$ cat src/design/lit_pkg.sv
// Shared types and constants for the linear interpolation table core.
package lit_pkg;

    localparam int MAX_POINTS = 16;
    localparam int IDX_W      = $clog2(MAX_POINTS);
    localparam int CNT_W      = 5;
    localparam int DATA_W     = 32;

    localparam logic OP_LOAD  = 1'b0;
    localparam logic OP_QUERY = 1'b1;

    typedef enum logic [1:0] {
        ST_INTERP = 2'd0,
        ST_LOW    = 2'd1,
        ST_HIGH   = 2'd2,
        ST_NONE   = 2'd3
    } t_status;

    typedef enum logic [1:0] {
        S_IDLE,
        S_SCAN,
        S_MD,
        S_WAIT
    } t_state;

    typedef struct packed {
        logic                  we;
        logic [IDX_W-1:0]      waddr;
        logic [2*DATA_W-1:0]   wdata;
        logic [IDX_W-1:0]      raddr;
    } t_mem_req;

    typedef struct packed {
        logic              start;
        logic [DATA_W-1:0] mag;
        logic [DATA_W-1:0] dq;
        logic [DATA_W-1:0] dx;
    } t_md_req;

endpackage

$ cat src/design/linear_interpolation_table_core.sv
// Top level: piecewise linear interpolation over a loaded breakpoint table.
//
//  channel   | handshake             | payload
//  ----------+-----------------------+---------------------------------------------
//  command   | start, busy           | i_operation, i_point_index, i_point_x,
//            |                       | i_point_y, i_query_x
//  result    | o_valid (one cycle)   | o_value, o_status
//  config    | i_cfg_we              | i_cfg_wdata (point_count)
//
// A load beat writes its point straight into the memory and leaves the core idle. A query
// scans the table one entry a cycle through the single memory read port, with
// point_count held to 1..16. The result beat comes from the scan when clamped low,
// clamped high or without an interval, and from the 32-step divider when
// interpolated. Reset is synchronous and leaves the table contents undefined; the
// result beat cannot be stalled and lasts exactly one cycle.
module linear_interpolation_table_core (
    input  logic                                i_clk,
    input  logic                                i_rst_n,
    input  logic                                start,
    output logic                                busy,
    input  logic                                i_operation,
    input  logic [3:0]                          i_point_index,
    input  logic signed [lit_pkg::DATA_W-1:0]   i_point_x,
    input  logic signed [lit_pkg::DATA_W-1:0]   i_point_y,
    input  logic signed [lit_pkg::DATA_W-1:0]   i_query_x,
    input  logic                                i_cfg_we,
    input  logic [lit_pkg::CNT_W-1:0]           i_cfg_wdata,
    output logic                                o_valid,
    output logic signed [lit_pkg::DATA_W-1:0]   o_value,
    output logic [1:0]                          o_status
);
    import lit_pkg::*;

    t_state                    r_state, n_state;
    logic [CNT_W-1:0]          r_point_count;
    logic [IDX_W-1:0]          r_idx, n_idx;
    logic [IDX_W-1:0]          r_last, n_last;
    logic signed [DATA_W-1:0]  r_q, n_q;
    logic signed [DATA_W-1:0]  r_px, n_px;
    logic signed [DATA_W-1:0]  r_py, n_py;
    logic                      r_found, n_found;
    logic [DATA_W-1:0]         r_y1, n_y1;
    logic                      r_neg, n_neg;
    logic [DATA_W-1:0]         r_mag, n_mag;
    logic [DATA_W-1:0]         r_dq, n_dq;
    logic [DATA_W-1:0]         r_dx, n_dx;
    logic                      r_valid, n_valid;
    logic [DATA_W-1:0]         r_value, n_value;
    t_status                   r_status, n_status;

    logic                      accept;
    logic [IDX_W-1:0]          last_c;
    t_mem_req                  mem_req;
    logic signed [DATA_W-1:0]  rd_x;
    logic signed [DATA_W-1:0]  rd_y;
    t_md_req                   md_req;
    logic                      md_done;
    logic [DATA_W-1:0]         md_quo;
    logic                      at_first;
    logic                      at_last;
    logic                      low_hit;
    logic                      high_hit;
    logic                      seg_hit;
    logic [DATA_W:0]           dy_w;
    logic [DATA_W:0]           dx_w;
    logic [DATA_W:0]           dq_w;

    assign busy   = (r_state != S_IDLE);
    assign accept = start && !busy;

    always_comb begin
        if (r_point_count == '0) begin
            last_c = '0;
        end else if (int'(r_point_count) > MAX_POINTS) begin
            last_c = IDX_W'(MAX_POINTS - 1);
        end else begin
            last_c = IDX_W'(r_point_count - 1'b1);
        end
    end

    always_comb begin
        mem_req.we    = accept && (i_operation == OP_LOAD) &&
                        (int'(i_point_index) < MAX_POINTS);
        mem_req.waddr = IDX_W'(i_point_index);
        mem_req.wdata = {i_point_x, i_point_y};
        mem_req.raddr = (r_state == S_SCAN) ? r_idx + 1'b1 : '0;
    end

    lit_table_mem u_mem (
        .i_clk  (i_clk),
        .i_req  (mem_req),
        .o_rd_x (rd_x),
        .o_rd_y (rd_y)
    );

    always_comb begin
        md_req.start = (r_state == S_MD);
        md_req.mag   = r_mag;
        md_req.dq    = r_dq;
        md_req.dx    = r_dx;
    end

    lit_muldiv u_md (
        .i_clk   (i_clk),
        .i_rst_n (i_rst_n),
        .i_req   (md_req),
        .o_done  (md_done),
        .o_quo   (md_quo)
    );

    always_comb begin
        at_first = (r_idx == '0);
        at_last  = (r_idx == r_last);
        low_hit  = at_first && (r_q <= rd_x);
        high_hit = at_last && (r_q >= rd_x);
        seg_hit  = !at_first && (r_q >= r_px) && (r_q < rd_x);
        dy_w     = {rd_y[DATA_W-1], rd_y} - {r_py[DATA_W-1], r_py};
        dx_w     = {rd_x[DATA_W-1], rd_x} - {r_px[DATA_W-1], r_px};
        dq_w     = {r_q[DATA_W-1], r_q} - {r_px[DATA_W-1], r_px};
    end

    // next state
    always_comb begin
        n_state = r_state;
        case (r_state)
            S_IDLE: begin
                if (accept && (i_operation == OP_QUERY)) begin
                    n_state = S_SCAN;
                end
            end
            S_SCAN: begin
                if (low_hit || high_hit) begin
                    n_state = S_IDLE;
                end else if (at_last) begin
                    n_state = (seg_hit || r_found) ? S_MD : S_IDLE;
                end
            end
            S_MD: begin
                n_state = S_WAIT;
            end
            S_WAIT: begin
                if (md_done) begin
                    n_state = S_IDLE;
                end
            end
            default: begin
                n_state = S_IDLE;
            end
        endcase
    end

    // datapath and outputs
    always_comb begin
        n_idx    = r_idx;
        n_last   = r_last;
        n_q      = r_q;
        n_px     = r_px;
        n_py     = r_py;
        n_found  = r_found;
        n_y1     = r_y1;
        n_neg    = r_neg;
        n_mag    = r_mag;
        n_dq     = r_dq;
        n_dx     = r_dx;
        n_valid  = 1'b0;
        n_value  = r_value;
        n_status = r_status;
        case (r_state)
            S_IDLE: begin
                if (accept) begin
                    n_idx   = '0;
                    n_last  = last_c;
                    n_q     = i_query_x;
                    n_found = 1'b0;
                end
            end
            S_SCAN: begin
                if (seg_hit) begin
                    n_found = 1'b1;
                    n_y1    = r_py;
                    n_neg   = dy_w[DATA_W];
                    n_mag   = dy_w[DATA_W] ? DATA_W'(-dy_w) : dy_w[DATA_W-1:0];
                    n_dx    = dx_w[DATA_W-1:0];
                    n_dq    = dq_w[DATA_W-1:0];
                end
                if (low_hit) begin
                    n_valid  = 1'b1;
                    n_value  = rd_y;
                    n_status = ST_LOW;
                end else if (high_hit) begin
                    n_valid  = 1'b1;
                    n_value  = rd_y;
                    n_status = ST_HIGH;
                end else if (at_last) begin
                    if (!(seg_hit || r_found)) begin
                        n_valid  = 1'b1;
                        n_value  = '0;
                        n_status = ST_NONE;
                    end
                end else begin
                    n_px  = rd_x;
                    n_py  = rd_y;
                    n_idx = r_idx + 1'b1;
                end
            end
            S_WAIT: begin
                if (md_done) begin
                    n_valid  = 1'b1;
                    n_value  = r_neg ? r_y1 - md_quo : r_y1 + md_quo;
                    n_status = ST_INTERP;
                end
            end
            default: begin
            end
        endcase
    end

    always_ff @(posedge i_clk) begin
        if (!i_rst_n) begin
            r_state       <= S_IDLE;
            r_point_count <= CNT_W'(2);
            r_valid       <= 1'b0;
            r_found       <= 1'b0;
            r_idx         <= '0;
        end else begin
            r_state <= n_state;
            r_valid <= n_valid;
            r_found <= n_found;
            r_idx   <= n_idx;
            if (i_cfg_we) begin
                r_point_count <= i_cfg_wdata;
            end
        end
        r_last   <= n_last;
        r_q      <= n_q;
        r_px     <= n_px;
        r_py     <= n_py;
        r_y1     <= n_y1;
        r_neg    <= n_neg;
        r_mag    <= n_mag;
        r_dq     <= n_dq;
        r_dx     <= n_dx;
        r_value  <= n_value;
        r_status <= n_status;
    end

    assign o_valid  = r_valid;
    assign o_value  = signed'(r_value);
    assign o_status = r_status;

`ifndef SYNTHESIS
    a_valid_after_busy: assert property (@(posedge i_clk) disable iff (!i_rst_n)
        o_valid |-> $past(r_state != S_IDLE))
        else $error("result beat without a query in flight");

    a_none_is_zero: assert property (@(posedge i_clk) disable iff (!i_rst_n)
        (o_valid && (o_status == ST_NONE)) |-> (o_value == '0))
        else $error("no-interval result carries a nonzero value");

    a_done_in_wait: assert property (@(posedge i_clk) disable iff (!i_rst_n)
        md_done |-> (r_state == S_WAIT))
        else $error("divider finished outside the wait state");

    a_scan_bound: assert property (@(posedge i_clk) disable iff (!i_rst_n)
        (r_state == S_SCAN) |-> (r_idx <= r_last))
        else $error("table scan ran past the last point");
`endif

endmodule

$ cat src/design/lit_table_mem.sv
// Breakpoint memory: one write port, one registered read port, x and y side by side.
module lit_table_mem (
    input  logic                                  i_clk,
    input  lit_pkg::t_mem_req                     i_req,
    output logic signed [lit_pkg::DATA_W-1:0]     o_rd_x,
    output logic signed [lit_pkg::DATA_W-1:0]     o_rd_y
);
    import lit_pkg::*;

    logic [2*DATA_W-1:0] r_mem [MAX_POINTS];
    logic [2*DATA_W-1:0] r_rd;

    always_ff @(posedge i_clk) begin
        if (i_req.we) begin
            r_mem[i_req.waddr] <= i_req.wdata;
        end
        r_rd <= r_mem[i_req.raddr];
    end

    assign o_rd_x = signed'(r_rd[2*DATA_W-1:DATA_W]);
    assign o_rd_y = signed'(r_rd[DATA_W-1:0]);

endmodule

$ cat src/design/lit_muldiv.sv
// Scaled delta unit: one registered 32x32 multiply, then a one-bit-a-cycle restoring divide.
module lit_muldiv (
    input  logic                          i_clk,
    input  logic                          i_rst_n,
    input  lit_pkg::t_md_req              i_req,
    output logic                          o_done,
    output logic [lit_pkg::DATA_W-1:0]    o_quo
);
    import lit_pkg::*;

    localparam int STEP_W = $clog2(DATA_W);

    logic                  r_init, n_init;
    logic                  r_run, n_run;
    logic                  r_done, n_done;
    logic [STEP_W-1:0]     r_cnt, n_cnt;
    logic [2*DATA_W-1:0]   r_prod, n_prod;
    logic [DATA_W-1:0]     r_dx, n_dx;
    logic [DATA_W-1:0]     r_rem, n_rem;
    logic [DATA_W-1:0]     r_quo, n_quo;
    logic [DATA_W:0]       rem_sh;
    logic [DATA_W:0]       rem_sub;
    logic                  ge;

    always_comb begin
        rem_sh  = {r_rem, r_quo[DATA_W-1]};
        rem_sub = rem_sh - {1'b0, r_dx};
        ge      = rem_sh >= {1'b0, r_dx};
        n_init  = 1'b0;
        n_run   = r_run;
        n_done  = 1'b0;
        n_cnt   = r_cnt;
        n_prod  = r_prod;
        n_dx    = r_dx;
        n_rem   = r_rem;
        n_quo   = r_quo;
        if (i_req.start) begin
            n_prod = {{DATA_W{1'b0}}, i_req.mag} * {{DATA_W{1'b0}}, i_req.dq};
            n_dx   = i_req.dx;
            n_init = 1'b1;
        end else if (r_init) begin
            // high half is below the divisor, so the quotient fits one word
            n_rem = r_prod[2*DATA_W-1:DATA_W];
            n_quo = r_prod[DATA_W-1:0];
            n_cnt = STEP_W'(DATA_W - 1);
            n_run = 1'b1;
        end else if (r_run) begin
            n_rem = ge ? rem_sub[DATA_W-1:0] : rem_sh[DATA_W-1:0];
            n_quo = {r_quo[DATA_W-2:0], ge};
            n_cnt = r_cnt - 1'b1;
            if (r_cnt == '0) begin
                n_run  = 1'b0;
                n_done = 1'b1;
            end
        end
    end

    always_ff @(posedge i_clk) begin
        if (!i_rst_n) begin
            r_init <= 1'b0;
            r_run  <= 1'b0;
            r_done <= 1'b0;
            r_cnt  <= '0;
        end else begin
            r_init <= n_init;
            r_run  <= n_run;
            r_done <= n_done;
            r_cnt  <= n_cnt;
        end
        r_prod <= n_prod;
        r_dx   <= n_dx;
        r_rem  <= n_rem;
        r_quo  <= n_quo;
    end

    assign o_done = r_done;
    assign o_quo  = r_quo;

endmodule
$ cat config.mk
export PLATFORM = sky130hd
export DESIGN_NAME = linear_interpolation_table_core
export DESIGN_NICKNAME = d
export VERILOG_FILES = /design/src/design/lit_pkg.sv /design/src/design/linear_interpolation_table_core.sv /design/src/design/lit_table_mem.sv /design/src/design/lit_muldiv.sv
export SDC_FILE = /design/constraint.sdc
export NUM_CORES = 2
export LEC_CHECK = 0
export BUFFER_PORTS_ARGS = -buffer_cell sky130_fd_sc_hd__buf_4
export CAP_MARGIN = 20
export CORE_ASPECT_RATIO = 0.6
export CORE_UTILIZATION = 60
export CTS_BUF_LIST = sky130_fd_sc_hd__clkbuf_16
export DETAILED_ROUTE_END_ITERATION = 8
export PLACE_DENSITY = 0.77
export SYNTH_ARGS = -nofsm -noshare
export SYNTH_HDL_FRONTEND = slang
export SYNTH_HIERARCHICAL = 1
export SYNTH_SLANG_ARGS = --single-unit
$ cat constraint.sdc
create_clock -name i_clk -period 20.8 [get_ports i_clk]
set_clock_uncertainty 0.2 [all_clocks]
set_input_delay 4.16 -clock i_clk [delete_from_list [all_inputs] [get_ports i_clk]]
set_output_delay 4.16 -clock i_clk [all_outputs]
set_load 0.01 [all_outputs]
### Word-level counts from Yosys, hierarchy flattened

Memories as Yosys holds them, arrays and structs flattened. A register that Yosys moved wholly into a read port is not among the register bits.
Cells that the tools add are included.

| word-level totals | value |
|---|---|
| register bits | 444 |
| input bits | 110 |
| output and inout bits | 36 |
| logic and storage cells | 140 |
| memory bits (writable) | 1024 |
| memories | 1 |

Memories:

| memory | depth | bits a word | rd ports | clocked after memory_dff | wr ports | line | source |
|---|---|---|---|---|---|---|---|
| u_mem.r_mem | 16 | 64 | 1 | 1 | 1 | lit_table_mem.sv:10 | `logic [2*DATA_W-1:0] r_mem [MAX_POINTS];` |

| operators by class | value |
|---|---|
| mux-type cells | 49 |
| add/subtract/negate cells | 10 |
| multipliers | 1 |
| reduce and logical (&&, ||, !) cells | 28 |
| bitwise gates (word level) | 7 |
| equality and inequality tests | 14 |
| magnitude comparators | 6 |

Operators by type and width:

| kind | number |
|---|---|
| 32-bit two-way mux | 12 |
| 32-bit subtractor | 4 |
| 32-bit greater-or-equal comparator | 2 |
| 32-bit by 32-bit multiplier with 64-bit output | 1 |
| 32-bit one-hot mux with 2 select lines | 1 |
| 33-bit by 32-bit greater-or-equal comparator with 1-bit output | 1 |
| 32-bit by 32-bit subtractor with 33-bit output | 1 |
| 32-bit adder | 1 |
| 32-bit less-or-equal comparator | 1 |
| 32-bit < comparator | 1 |
| 32-bit negator | 1 |
| 4-bit two-way mux | 6 |
| 2-bit two-way mux | 9 |
| 1-bit two-way mux | 14 |
| 2-bit != test, second input constant | 6 |
| 5-bit zero test | 2 |
| 5-bit two-way mux | 2 |
| 4-bit != test, second input constant | 2 |
| 2-bit one-hot mux with 4 select lines | 1 |
| 4-bit one-hot mux with 2 select lines | 1 |
| 4-bit AND reduction | 2 |
| 2-bit nonzero test | 4 |
| 1-bit logical AND | 7 |
| 1-bit inverter | 7 |
| 19 further kinds | 26 |

### Logic depth before layout (Yosys ltp)

| depth | value |
|---|---|
| depth after elaboration | 10 |
| depth in mapped cells | 30 |
| gate-level depth less buffers | 28 |

### By module

The synthesis kept the hierarchy.

By module, submodules not included:

| module | times used | cells each | sequential area each (µm²) | area each (µm²) |
|---|---|---|---|---|
| lit_muldiv | 1 | 4289 | 4964.8 | 41162.0 |
| lit_table_mem | 1 | 1647 | 32030.7 | 39581.7 |
| linear_interpolation_table_core | 1 | 1715 | 8157.8 | 17947.2 |

### Worst setup path before layout

Ideal clock, no wire load.

| path | value |
|---|---|
| kind | flip-flop to flip-flop |
| from | register r_px[0] |
| to | register r_dq[0] (enable) |
| slack | 5.295 ns |
| period minus slack after synthesis | 15.505 ns |
| stages on the path, launching flop included | 12 |
| data arrival time | 14.369 ns |
| data required time | 19.664 ns |
| path buffers | 0 |
| setup time | 0.936 ns |
| path through | edfxtp_1 ha_1 fa_1 nand2b_1 a21oi_1 o31ai_1 a41o_1 nor3_1 o31ai_1 nand2_1 a21oi_1 nor4_1 |

| on the way | value |
|---|---|
| cells in the longest elaborated chain, start to end | 4 |

RTL lines:

| what | line | source |
|---|---|---|
| start, declared | linear_interpolation_table_core.sv:39 | `logic signed [DATA_W-1:0] r_px, n_px;` |
| start signal, assigned | linear_interpolation_table_core.sv:236 | `r_px <= n_px;` |
| 32-bit greater-or-equal comparator | linear_interpolation_table_core.sv:116 | `seg_hit = !at_first && (r_q >= r_px) && (r_q < rd_x);` |
| 1-bit logical AND (2 in a row) | linear_interpolation_table_core.sv:116 |  |
| 2-bit AND reduction (no line) | -- |  |
| end signal, assigned | linear_interpolation_table_core.sv:241 | `r_dq <= n_dq;` |
| end, declared | linear_interpolation_table_core.sv:45 | `logic [DATA_W-1:0] r_dq, n_dq;` |

Every way passes these cells.
A chain may end at the register's enable or synchronous reset.

### Worst setup path in the final report

| path | value |
|---|---|
| from | register r_mag[10] |
| to | register u_md.r_prod[63] (data pin) |

| on the way | value |
|---|---|
| cells in the longest elaborated chain, start to end | 1 |

RTL lines:

| what | line | source |
|---|---|---|
| start, declared | linear_interpolation_table_core.sv:44 | `logic [DATA_W-1:0] r_mag, n_mag;` |
| start signal, assigned | linear_interpolation_table_core.sv:240 | `r_mag <= n_mag;` |
| 32-bit by 32-bit multiplier with 64-bit output | lit_muldiv.sv:38 | `n_prod = {{DATA_W{1'b0}}, i_req.mag} * {{DATA_W{1'b0}}, i_req.dq};` |
| end signal, assigned | lit_muldiv.sv:70 | `r_prod <= n_prod;` |
| end, declared | lit_muldiv.sv:17 | `logic [2*DATA_W-1:0] r_prod, n_prod;` |

Every way passes these cells.

==> results.cfg <==
[clocking]
clk-insertion-delay-late_ps = 780
cts.repair.resized = 0
clkSlewWorstSetupHoldPaths_ps = 80
cts_buffers = 138
ctsHoldBuffers = 0
clock-sinks = 1532
cts_setup_buffers = 0
cts_max_level = 4
clockBufferDepth = 4
cts_root_buffer = clkbuf_16
cts_tree = done

[cells_and_area]
final_cells = 9955
fillerInstances = 11487
drive_gt1_share_pct = 10.63
multi_input_area_sq_um = 48220
num-nets-final = 9171
syn2layout_area_growth_pct = 7.698
seqCellArea_sq_um = 45150

[yosys]
syn_avg_cell_area_sq_um = 12.90
synth_top_family_by_area = adder cells
synth_top_area_share_pct = 44.03
yosys.area_share.xor_xnor_pct = 2.253
synth_mux_area_share_pct = 6.522
synth_most_common_cell = edfxtp_1
async_flop_share_pct = 0
synth_compound_area_share_pct = 6.295
yosys.area_share.simple_pct = 9.473
synth_edf_count = 1447
netlist_instances = 7651
synthTopCellsByArea = edfxtp_1, fa_1, mux4_2
synth-main-ff-cell = edfxtp_1
synth_cell_types = 108
yosysTopAreaCell = edfxtp_1
ys_seq_area_share_pct = 45.75
synthTopCellsByCount = edfxtp_1, inv_1, fa_1
yosysWarnings = 6
yosys_register_bits = 1532
synth_area_sq_um = 98690
synthAdderAreaFrac_pct = 24.11
syn_nets = 9122

[placement]
io_buffers = 145
gp_congestion = 0.9827
hpwl_mm = 182.6
dp.cells = 9705

[global_routing]
grt_pass1_vias = 64177
overflow = 0
grt_use_met1_pct = 48.87
grt_pass1_wl_mm = 404.2
grt.met2_usage_pct = 45.89
grt-busiest-layer = met1
use_met3_pct = 12.97
antenna_found_initial = 17
grt_max_degree = 131
grtUsageTotal_pct = 33.22

[pwr]
power_w = 0.01368
vdd_drop_max_mv = 0.2975
p_leak_nw = 42.30
power_density_nw_per_um2 = 128.7

[floorplan]
core_sq_um = 162200
initial_core_util_pct = 60.85
die_area_sq_um = 166200
rows = 114
ios = 146
die_w_microns = 525.6
dieHeight_microns = 316.2

[timing]
rsz0062_at_grt = no
hold_viol = 0
tns_ps = 0
layout_min_cycle_time_ps = 9684
slew_violations = 0
max_freq_mhz = 103.3
worstMarginPinSlew_ps = 1213
post-route-period-util_pct = 46.56
finalSetupViolCount = 0
slew-limit-headroom_pct = 17.88

[flow_run]
cap_violations = 0

[run_status]
status = complete, no violations

[setup_path]
crit_type = register to register
critPathMaxFanout = 24
crit_path_end_kind = register
required_ps = 21140
cp.arrival_ps = 10020
cp-start-kind = register

[worst_hold_path]
min_path_type = register to register

[drt]
drtPass1Iterations = 7
wl_mm = 273.0
route.detailed.wl_per_inst_microns = 27.42
drt-initial-drc-count = 7333
viasPerCell = 6.344
antenna_left = 0
vias = 63155
drc = 0
==> critical path, stage by stage, from the launching register on <==
cell and delay (ps):
edfxtp_1 500, buf_4 520, nand2_1 170, fa_1 590
inv_1 60, fa_1 500, fa_1 580, fa_1 440
fa_1 530, fa_1 450, fa_1 500, inv_1 50
fa_1 490, inv_1 90, ha_1 480, and4_1 310
nor2b_1 400, o2111ai_1 180, a31oi_1 610, o311ai_1 500
a311oi_1 610, a31o_2 310, a221o_1 170, a21oi_1 70
xnor2_1 120
==> routing by layer <==
layer / vias up / share of wire (%)
met4: 17 / 2.9
li1: 26316 / -
met3: 489 / 15
met1: 32034 / 40
met2: 4299 / 41
met5: - / 0.13
==> registers in the layout, indices dropped and copies added, names as in the netlist, 2 cells and up, named ones only <==
name           flops
r_point_count      5
u_md/r_rem        32
u_md/r_prod       64
r_last             4
u_md/o_quo        32
u_md/r_cnt         5
r_py              32
r_idx              4
r_mag             32
r_y1              32
o_value           32
r_q               32
u_mem/r_rd        64
o_status           2
u_md/r_dx         32
r_px              32
r_dq              32
u_mem/r_mem     1024
r_dx              32
==> layout make-up <==
type	count	share of cell area [%]
clock buffers	144	3.390
repair buffers	262	1.883
flip-flops and latches	1532	42.48
clock inverters	96	0.5839
inverters	1061	3.747
multi-input cells	4705	45.36
well taps	2146	2.526
diodes	9	0.02119
==> power breakdown <==
group | leakage, nW | internal [W] | total (W) | switching, W
sequential | 13.8 | 0.00387 | 0.00397 | 0.000107
combinational | 26.3 | 0.00272 | 0.00722 | 0.00450
clock | 2.20 | 0.00134 | 0.00248 | 0.00114
==> stage by stage <==
stage / setup slack [ps] / util [%] / area, sq um / hold slack, ps
after global placement: 11620 / 62.92 / 102000 / 203.3
after detailed placement: 11540 / 62.92 / 102000 / 204.5
final: 11120 / 65.54 / 106300 / 216.8
after CTS: 11500 / 65.52 / 106300 / 217.7
after floorplan: 5295 / - / 98690 / 200.3
after global routing: 10870 / 65.53 / 106300 / 222.4
==> logic make-up (layout without fill, tap and decap cells) <==
kind of cell / count (synthesis) / count (layout)
AO/OA/AOI/OAI: 938 / 938
XOR/XNOR: 253 / 253
adder cells (fa/ha/maj): 1361 / 1361
buffers and inverters: 1414 / 1563
flip-flops: 1532 / 1532
multiplexers: 317 / 317
other: 0 / 9
AND/OR/NAND/NOR: 1836 / 1836
==> worst paths after layout <==
path / from / to / slack (ps) / cells after the start
setup / recovery: r_mag[10]$_DFFE_PP_ / u_md/r_prod[63]$_DFFE_PP_ / 11120 / 24
hold / removal: r_dx[13]$_DFFE_PP_ / u_md/r_dx[13]$_DFFE_PP_ / 220 / 0
setup reg to reg: r_mag[10]$_DFFE_PP_ / u_md/r_prod[63]$_DFFE_PP_ / 11120 / 24
hold reg to reg: r_dx[13]$_DFFE_PP_ / u_md/r_dx[13]$_DFFE_PP_ / 220 / 0
==> cells in the final DEF (no fill, tap or decap), types with 10 or more instances in the layout <==
cell,Yosys,layout
buf_4,11,258
mux4_2,256,256
or2_2,10,10
edfxtp_1,1447,1447
and3_1,20,20
mux2i_1,13,13
clkinv_1,0,28
clkbuf_16,0,144
nor2_4,1,17
nand2b_1,36,36
a21oi_1,253,253
o21ai_0,143,143
nor4_1,15,14
a21o_1,101,101
nand3_1,56,56
nor2_1,181,165
o21ai_1,24,23
o21a_1,45,45
mux2_2,48,48
o22ai_1,17,17
xor2_1,81,81
inv_1,1060,1099
a31oi_1,25,24
and2_1,618,616
or3_1,11,11
o21bai_1,23,23
fa_1,901,901
nand4_1,40,40
nand2_1,678,677
o31ai_1,15,15
nor3_1,64,60
nor3b_1,11,11
a211oi_1,28,28
o211ai_1,20,20
ha_1,460,460
a22oi_1,130,130
dfxtp_1,85,84
nor2b_1,47,44
xnor2_1,171,171
(Power assumes the default switching activity.)
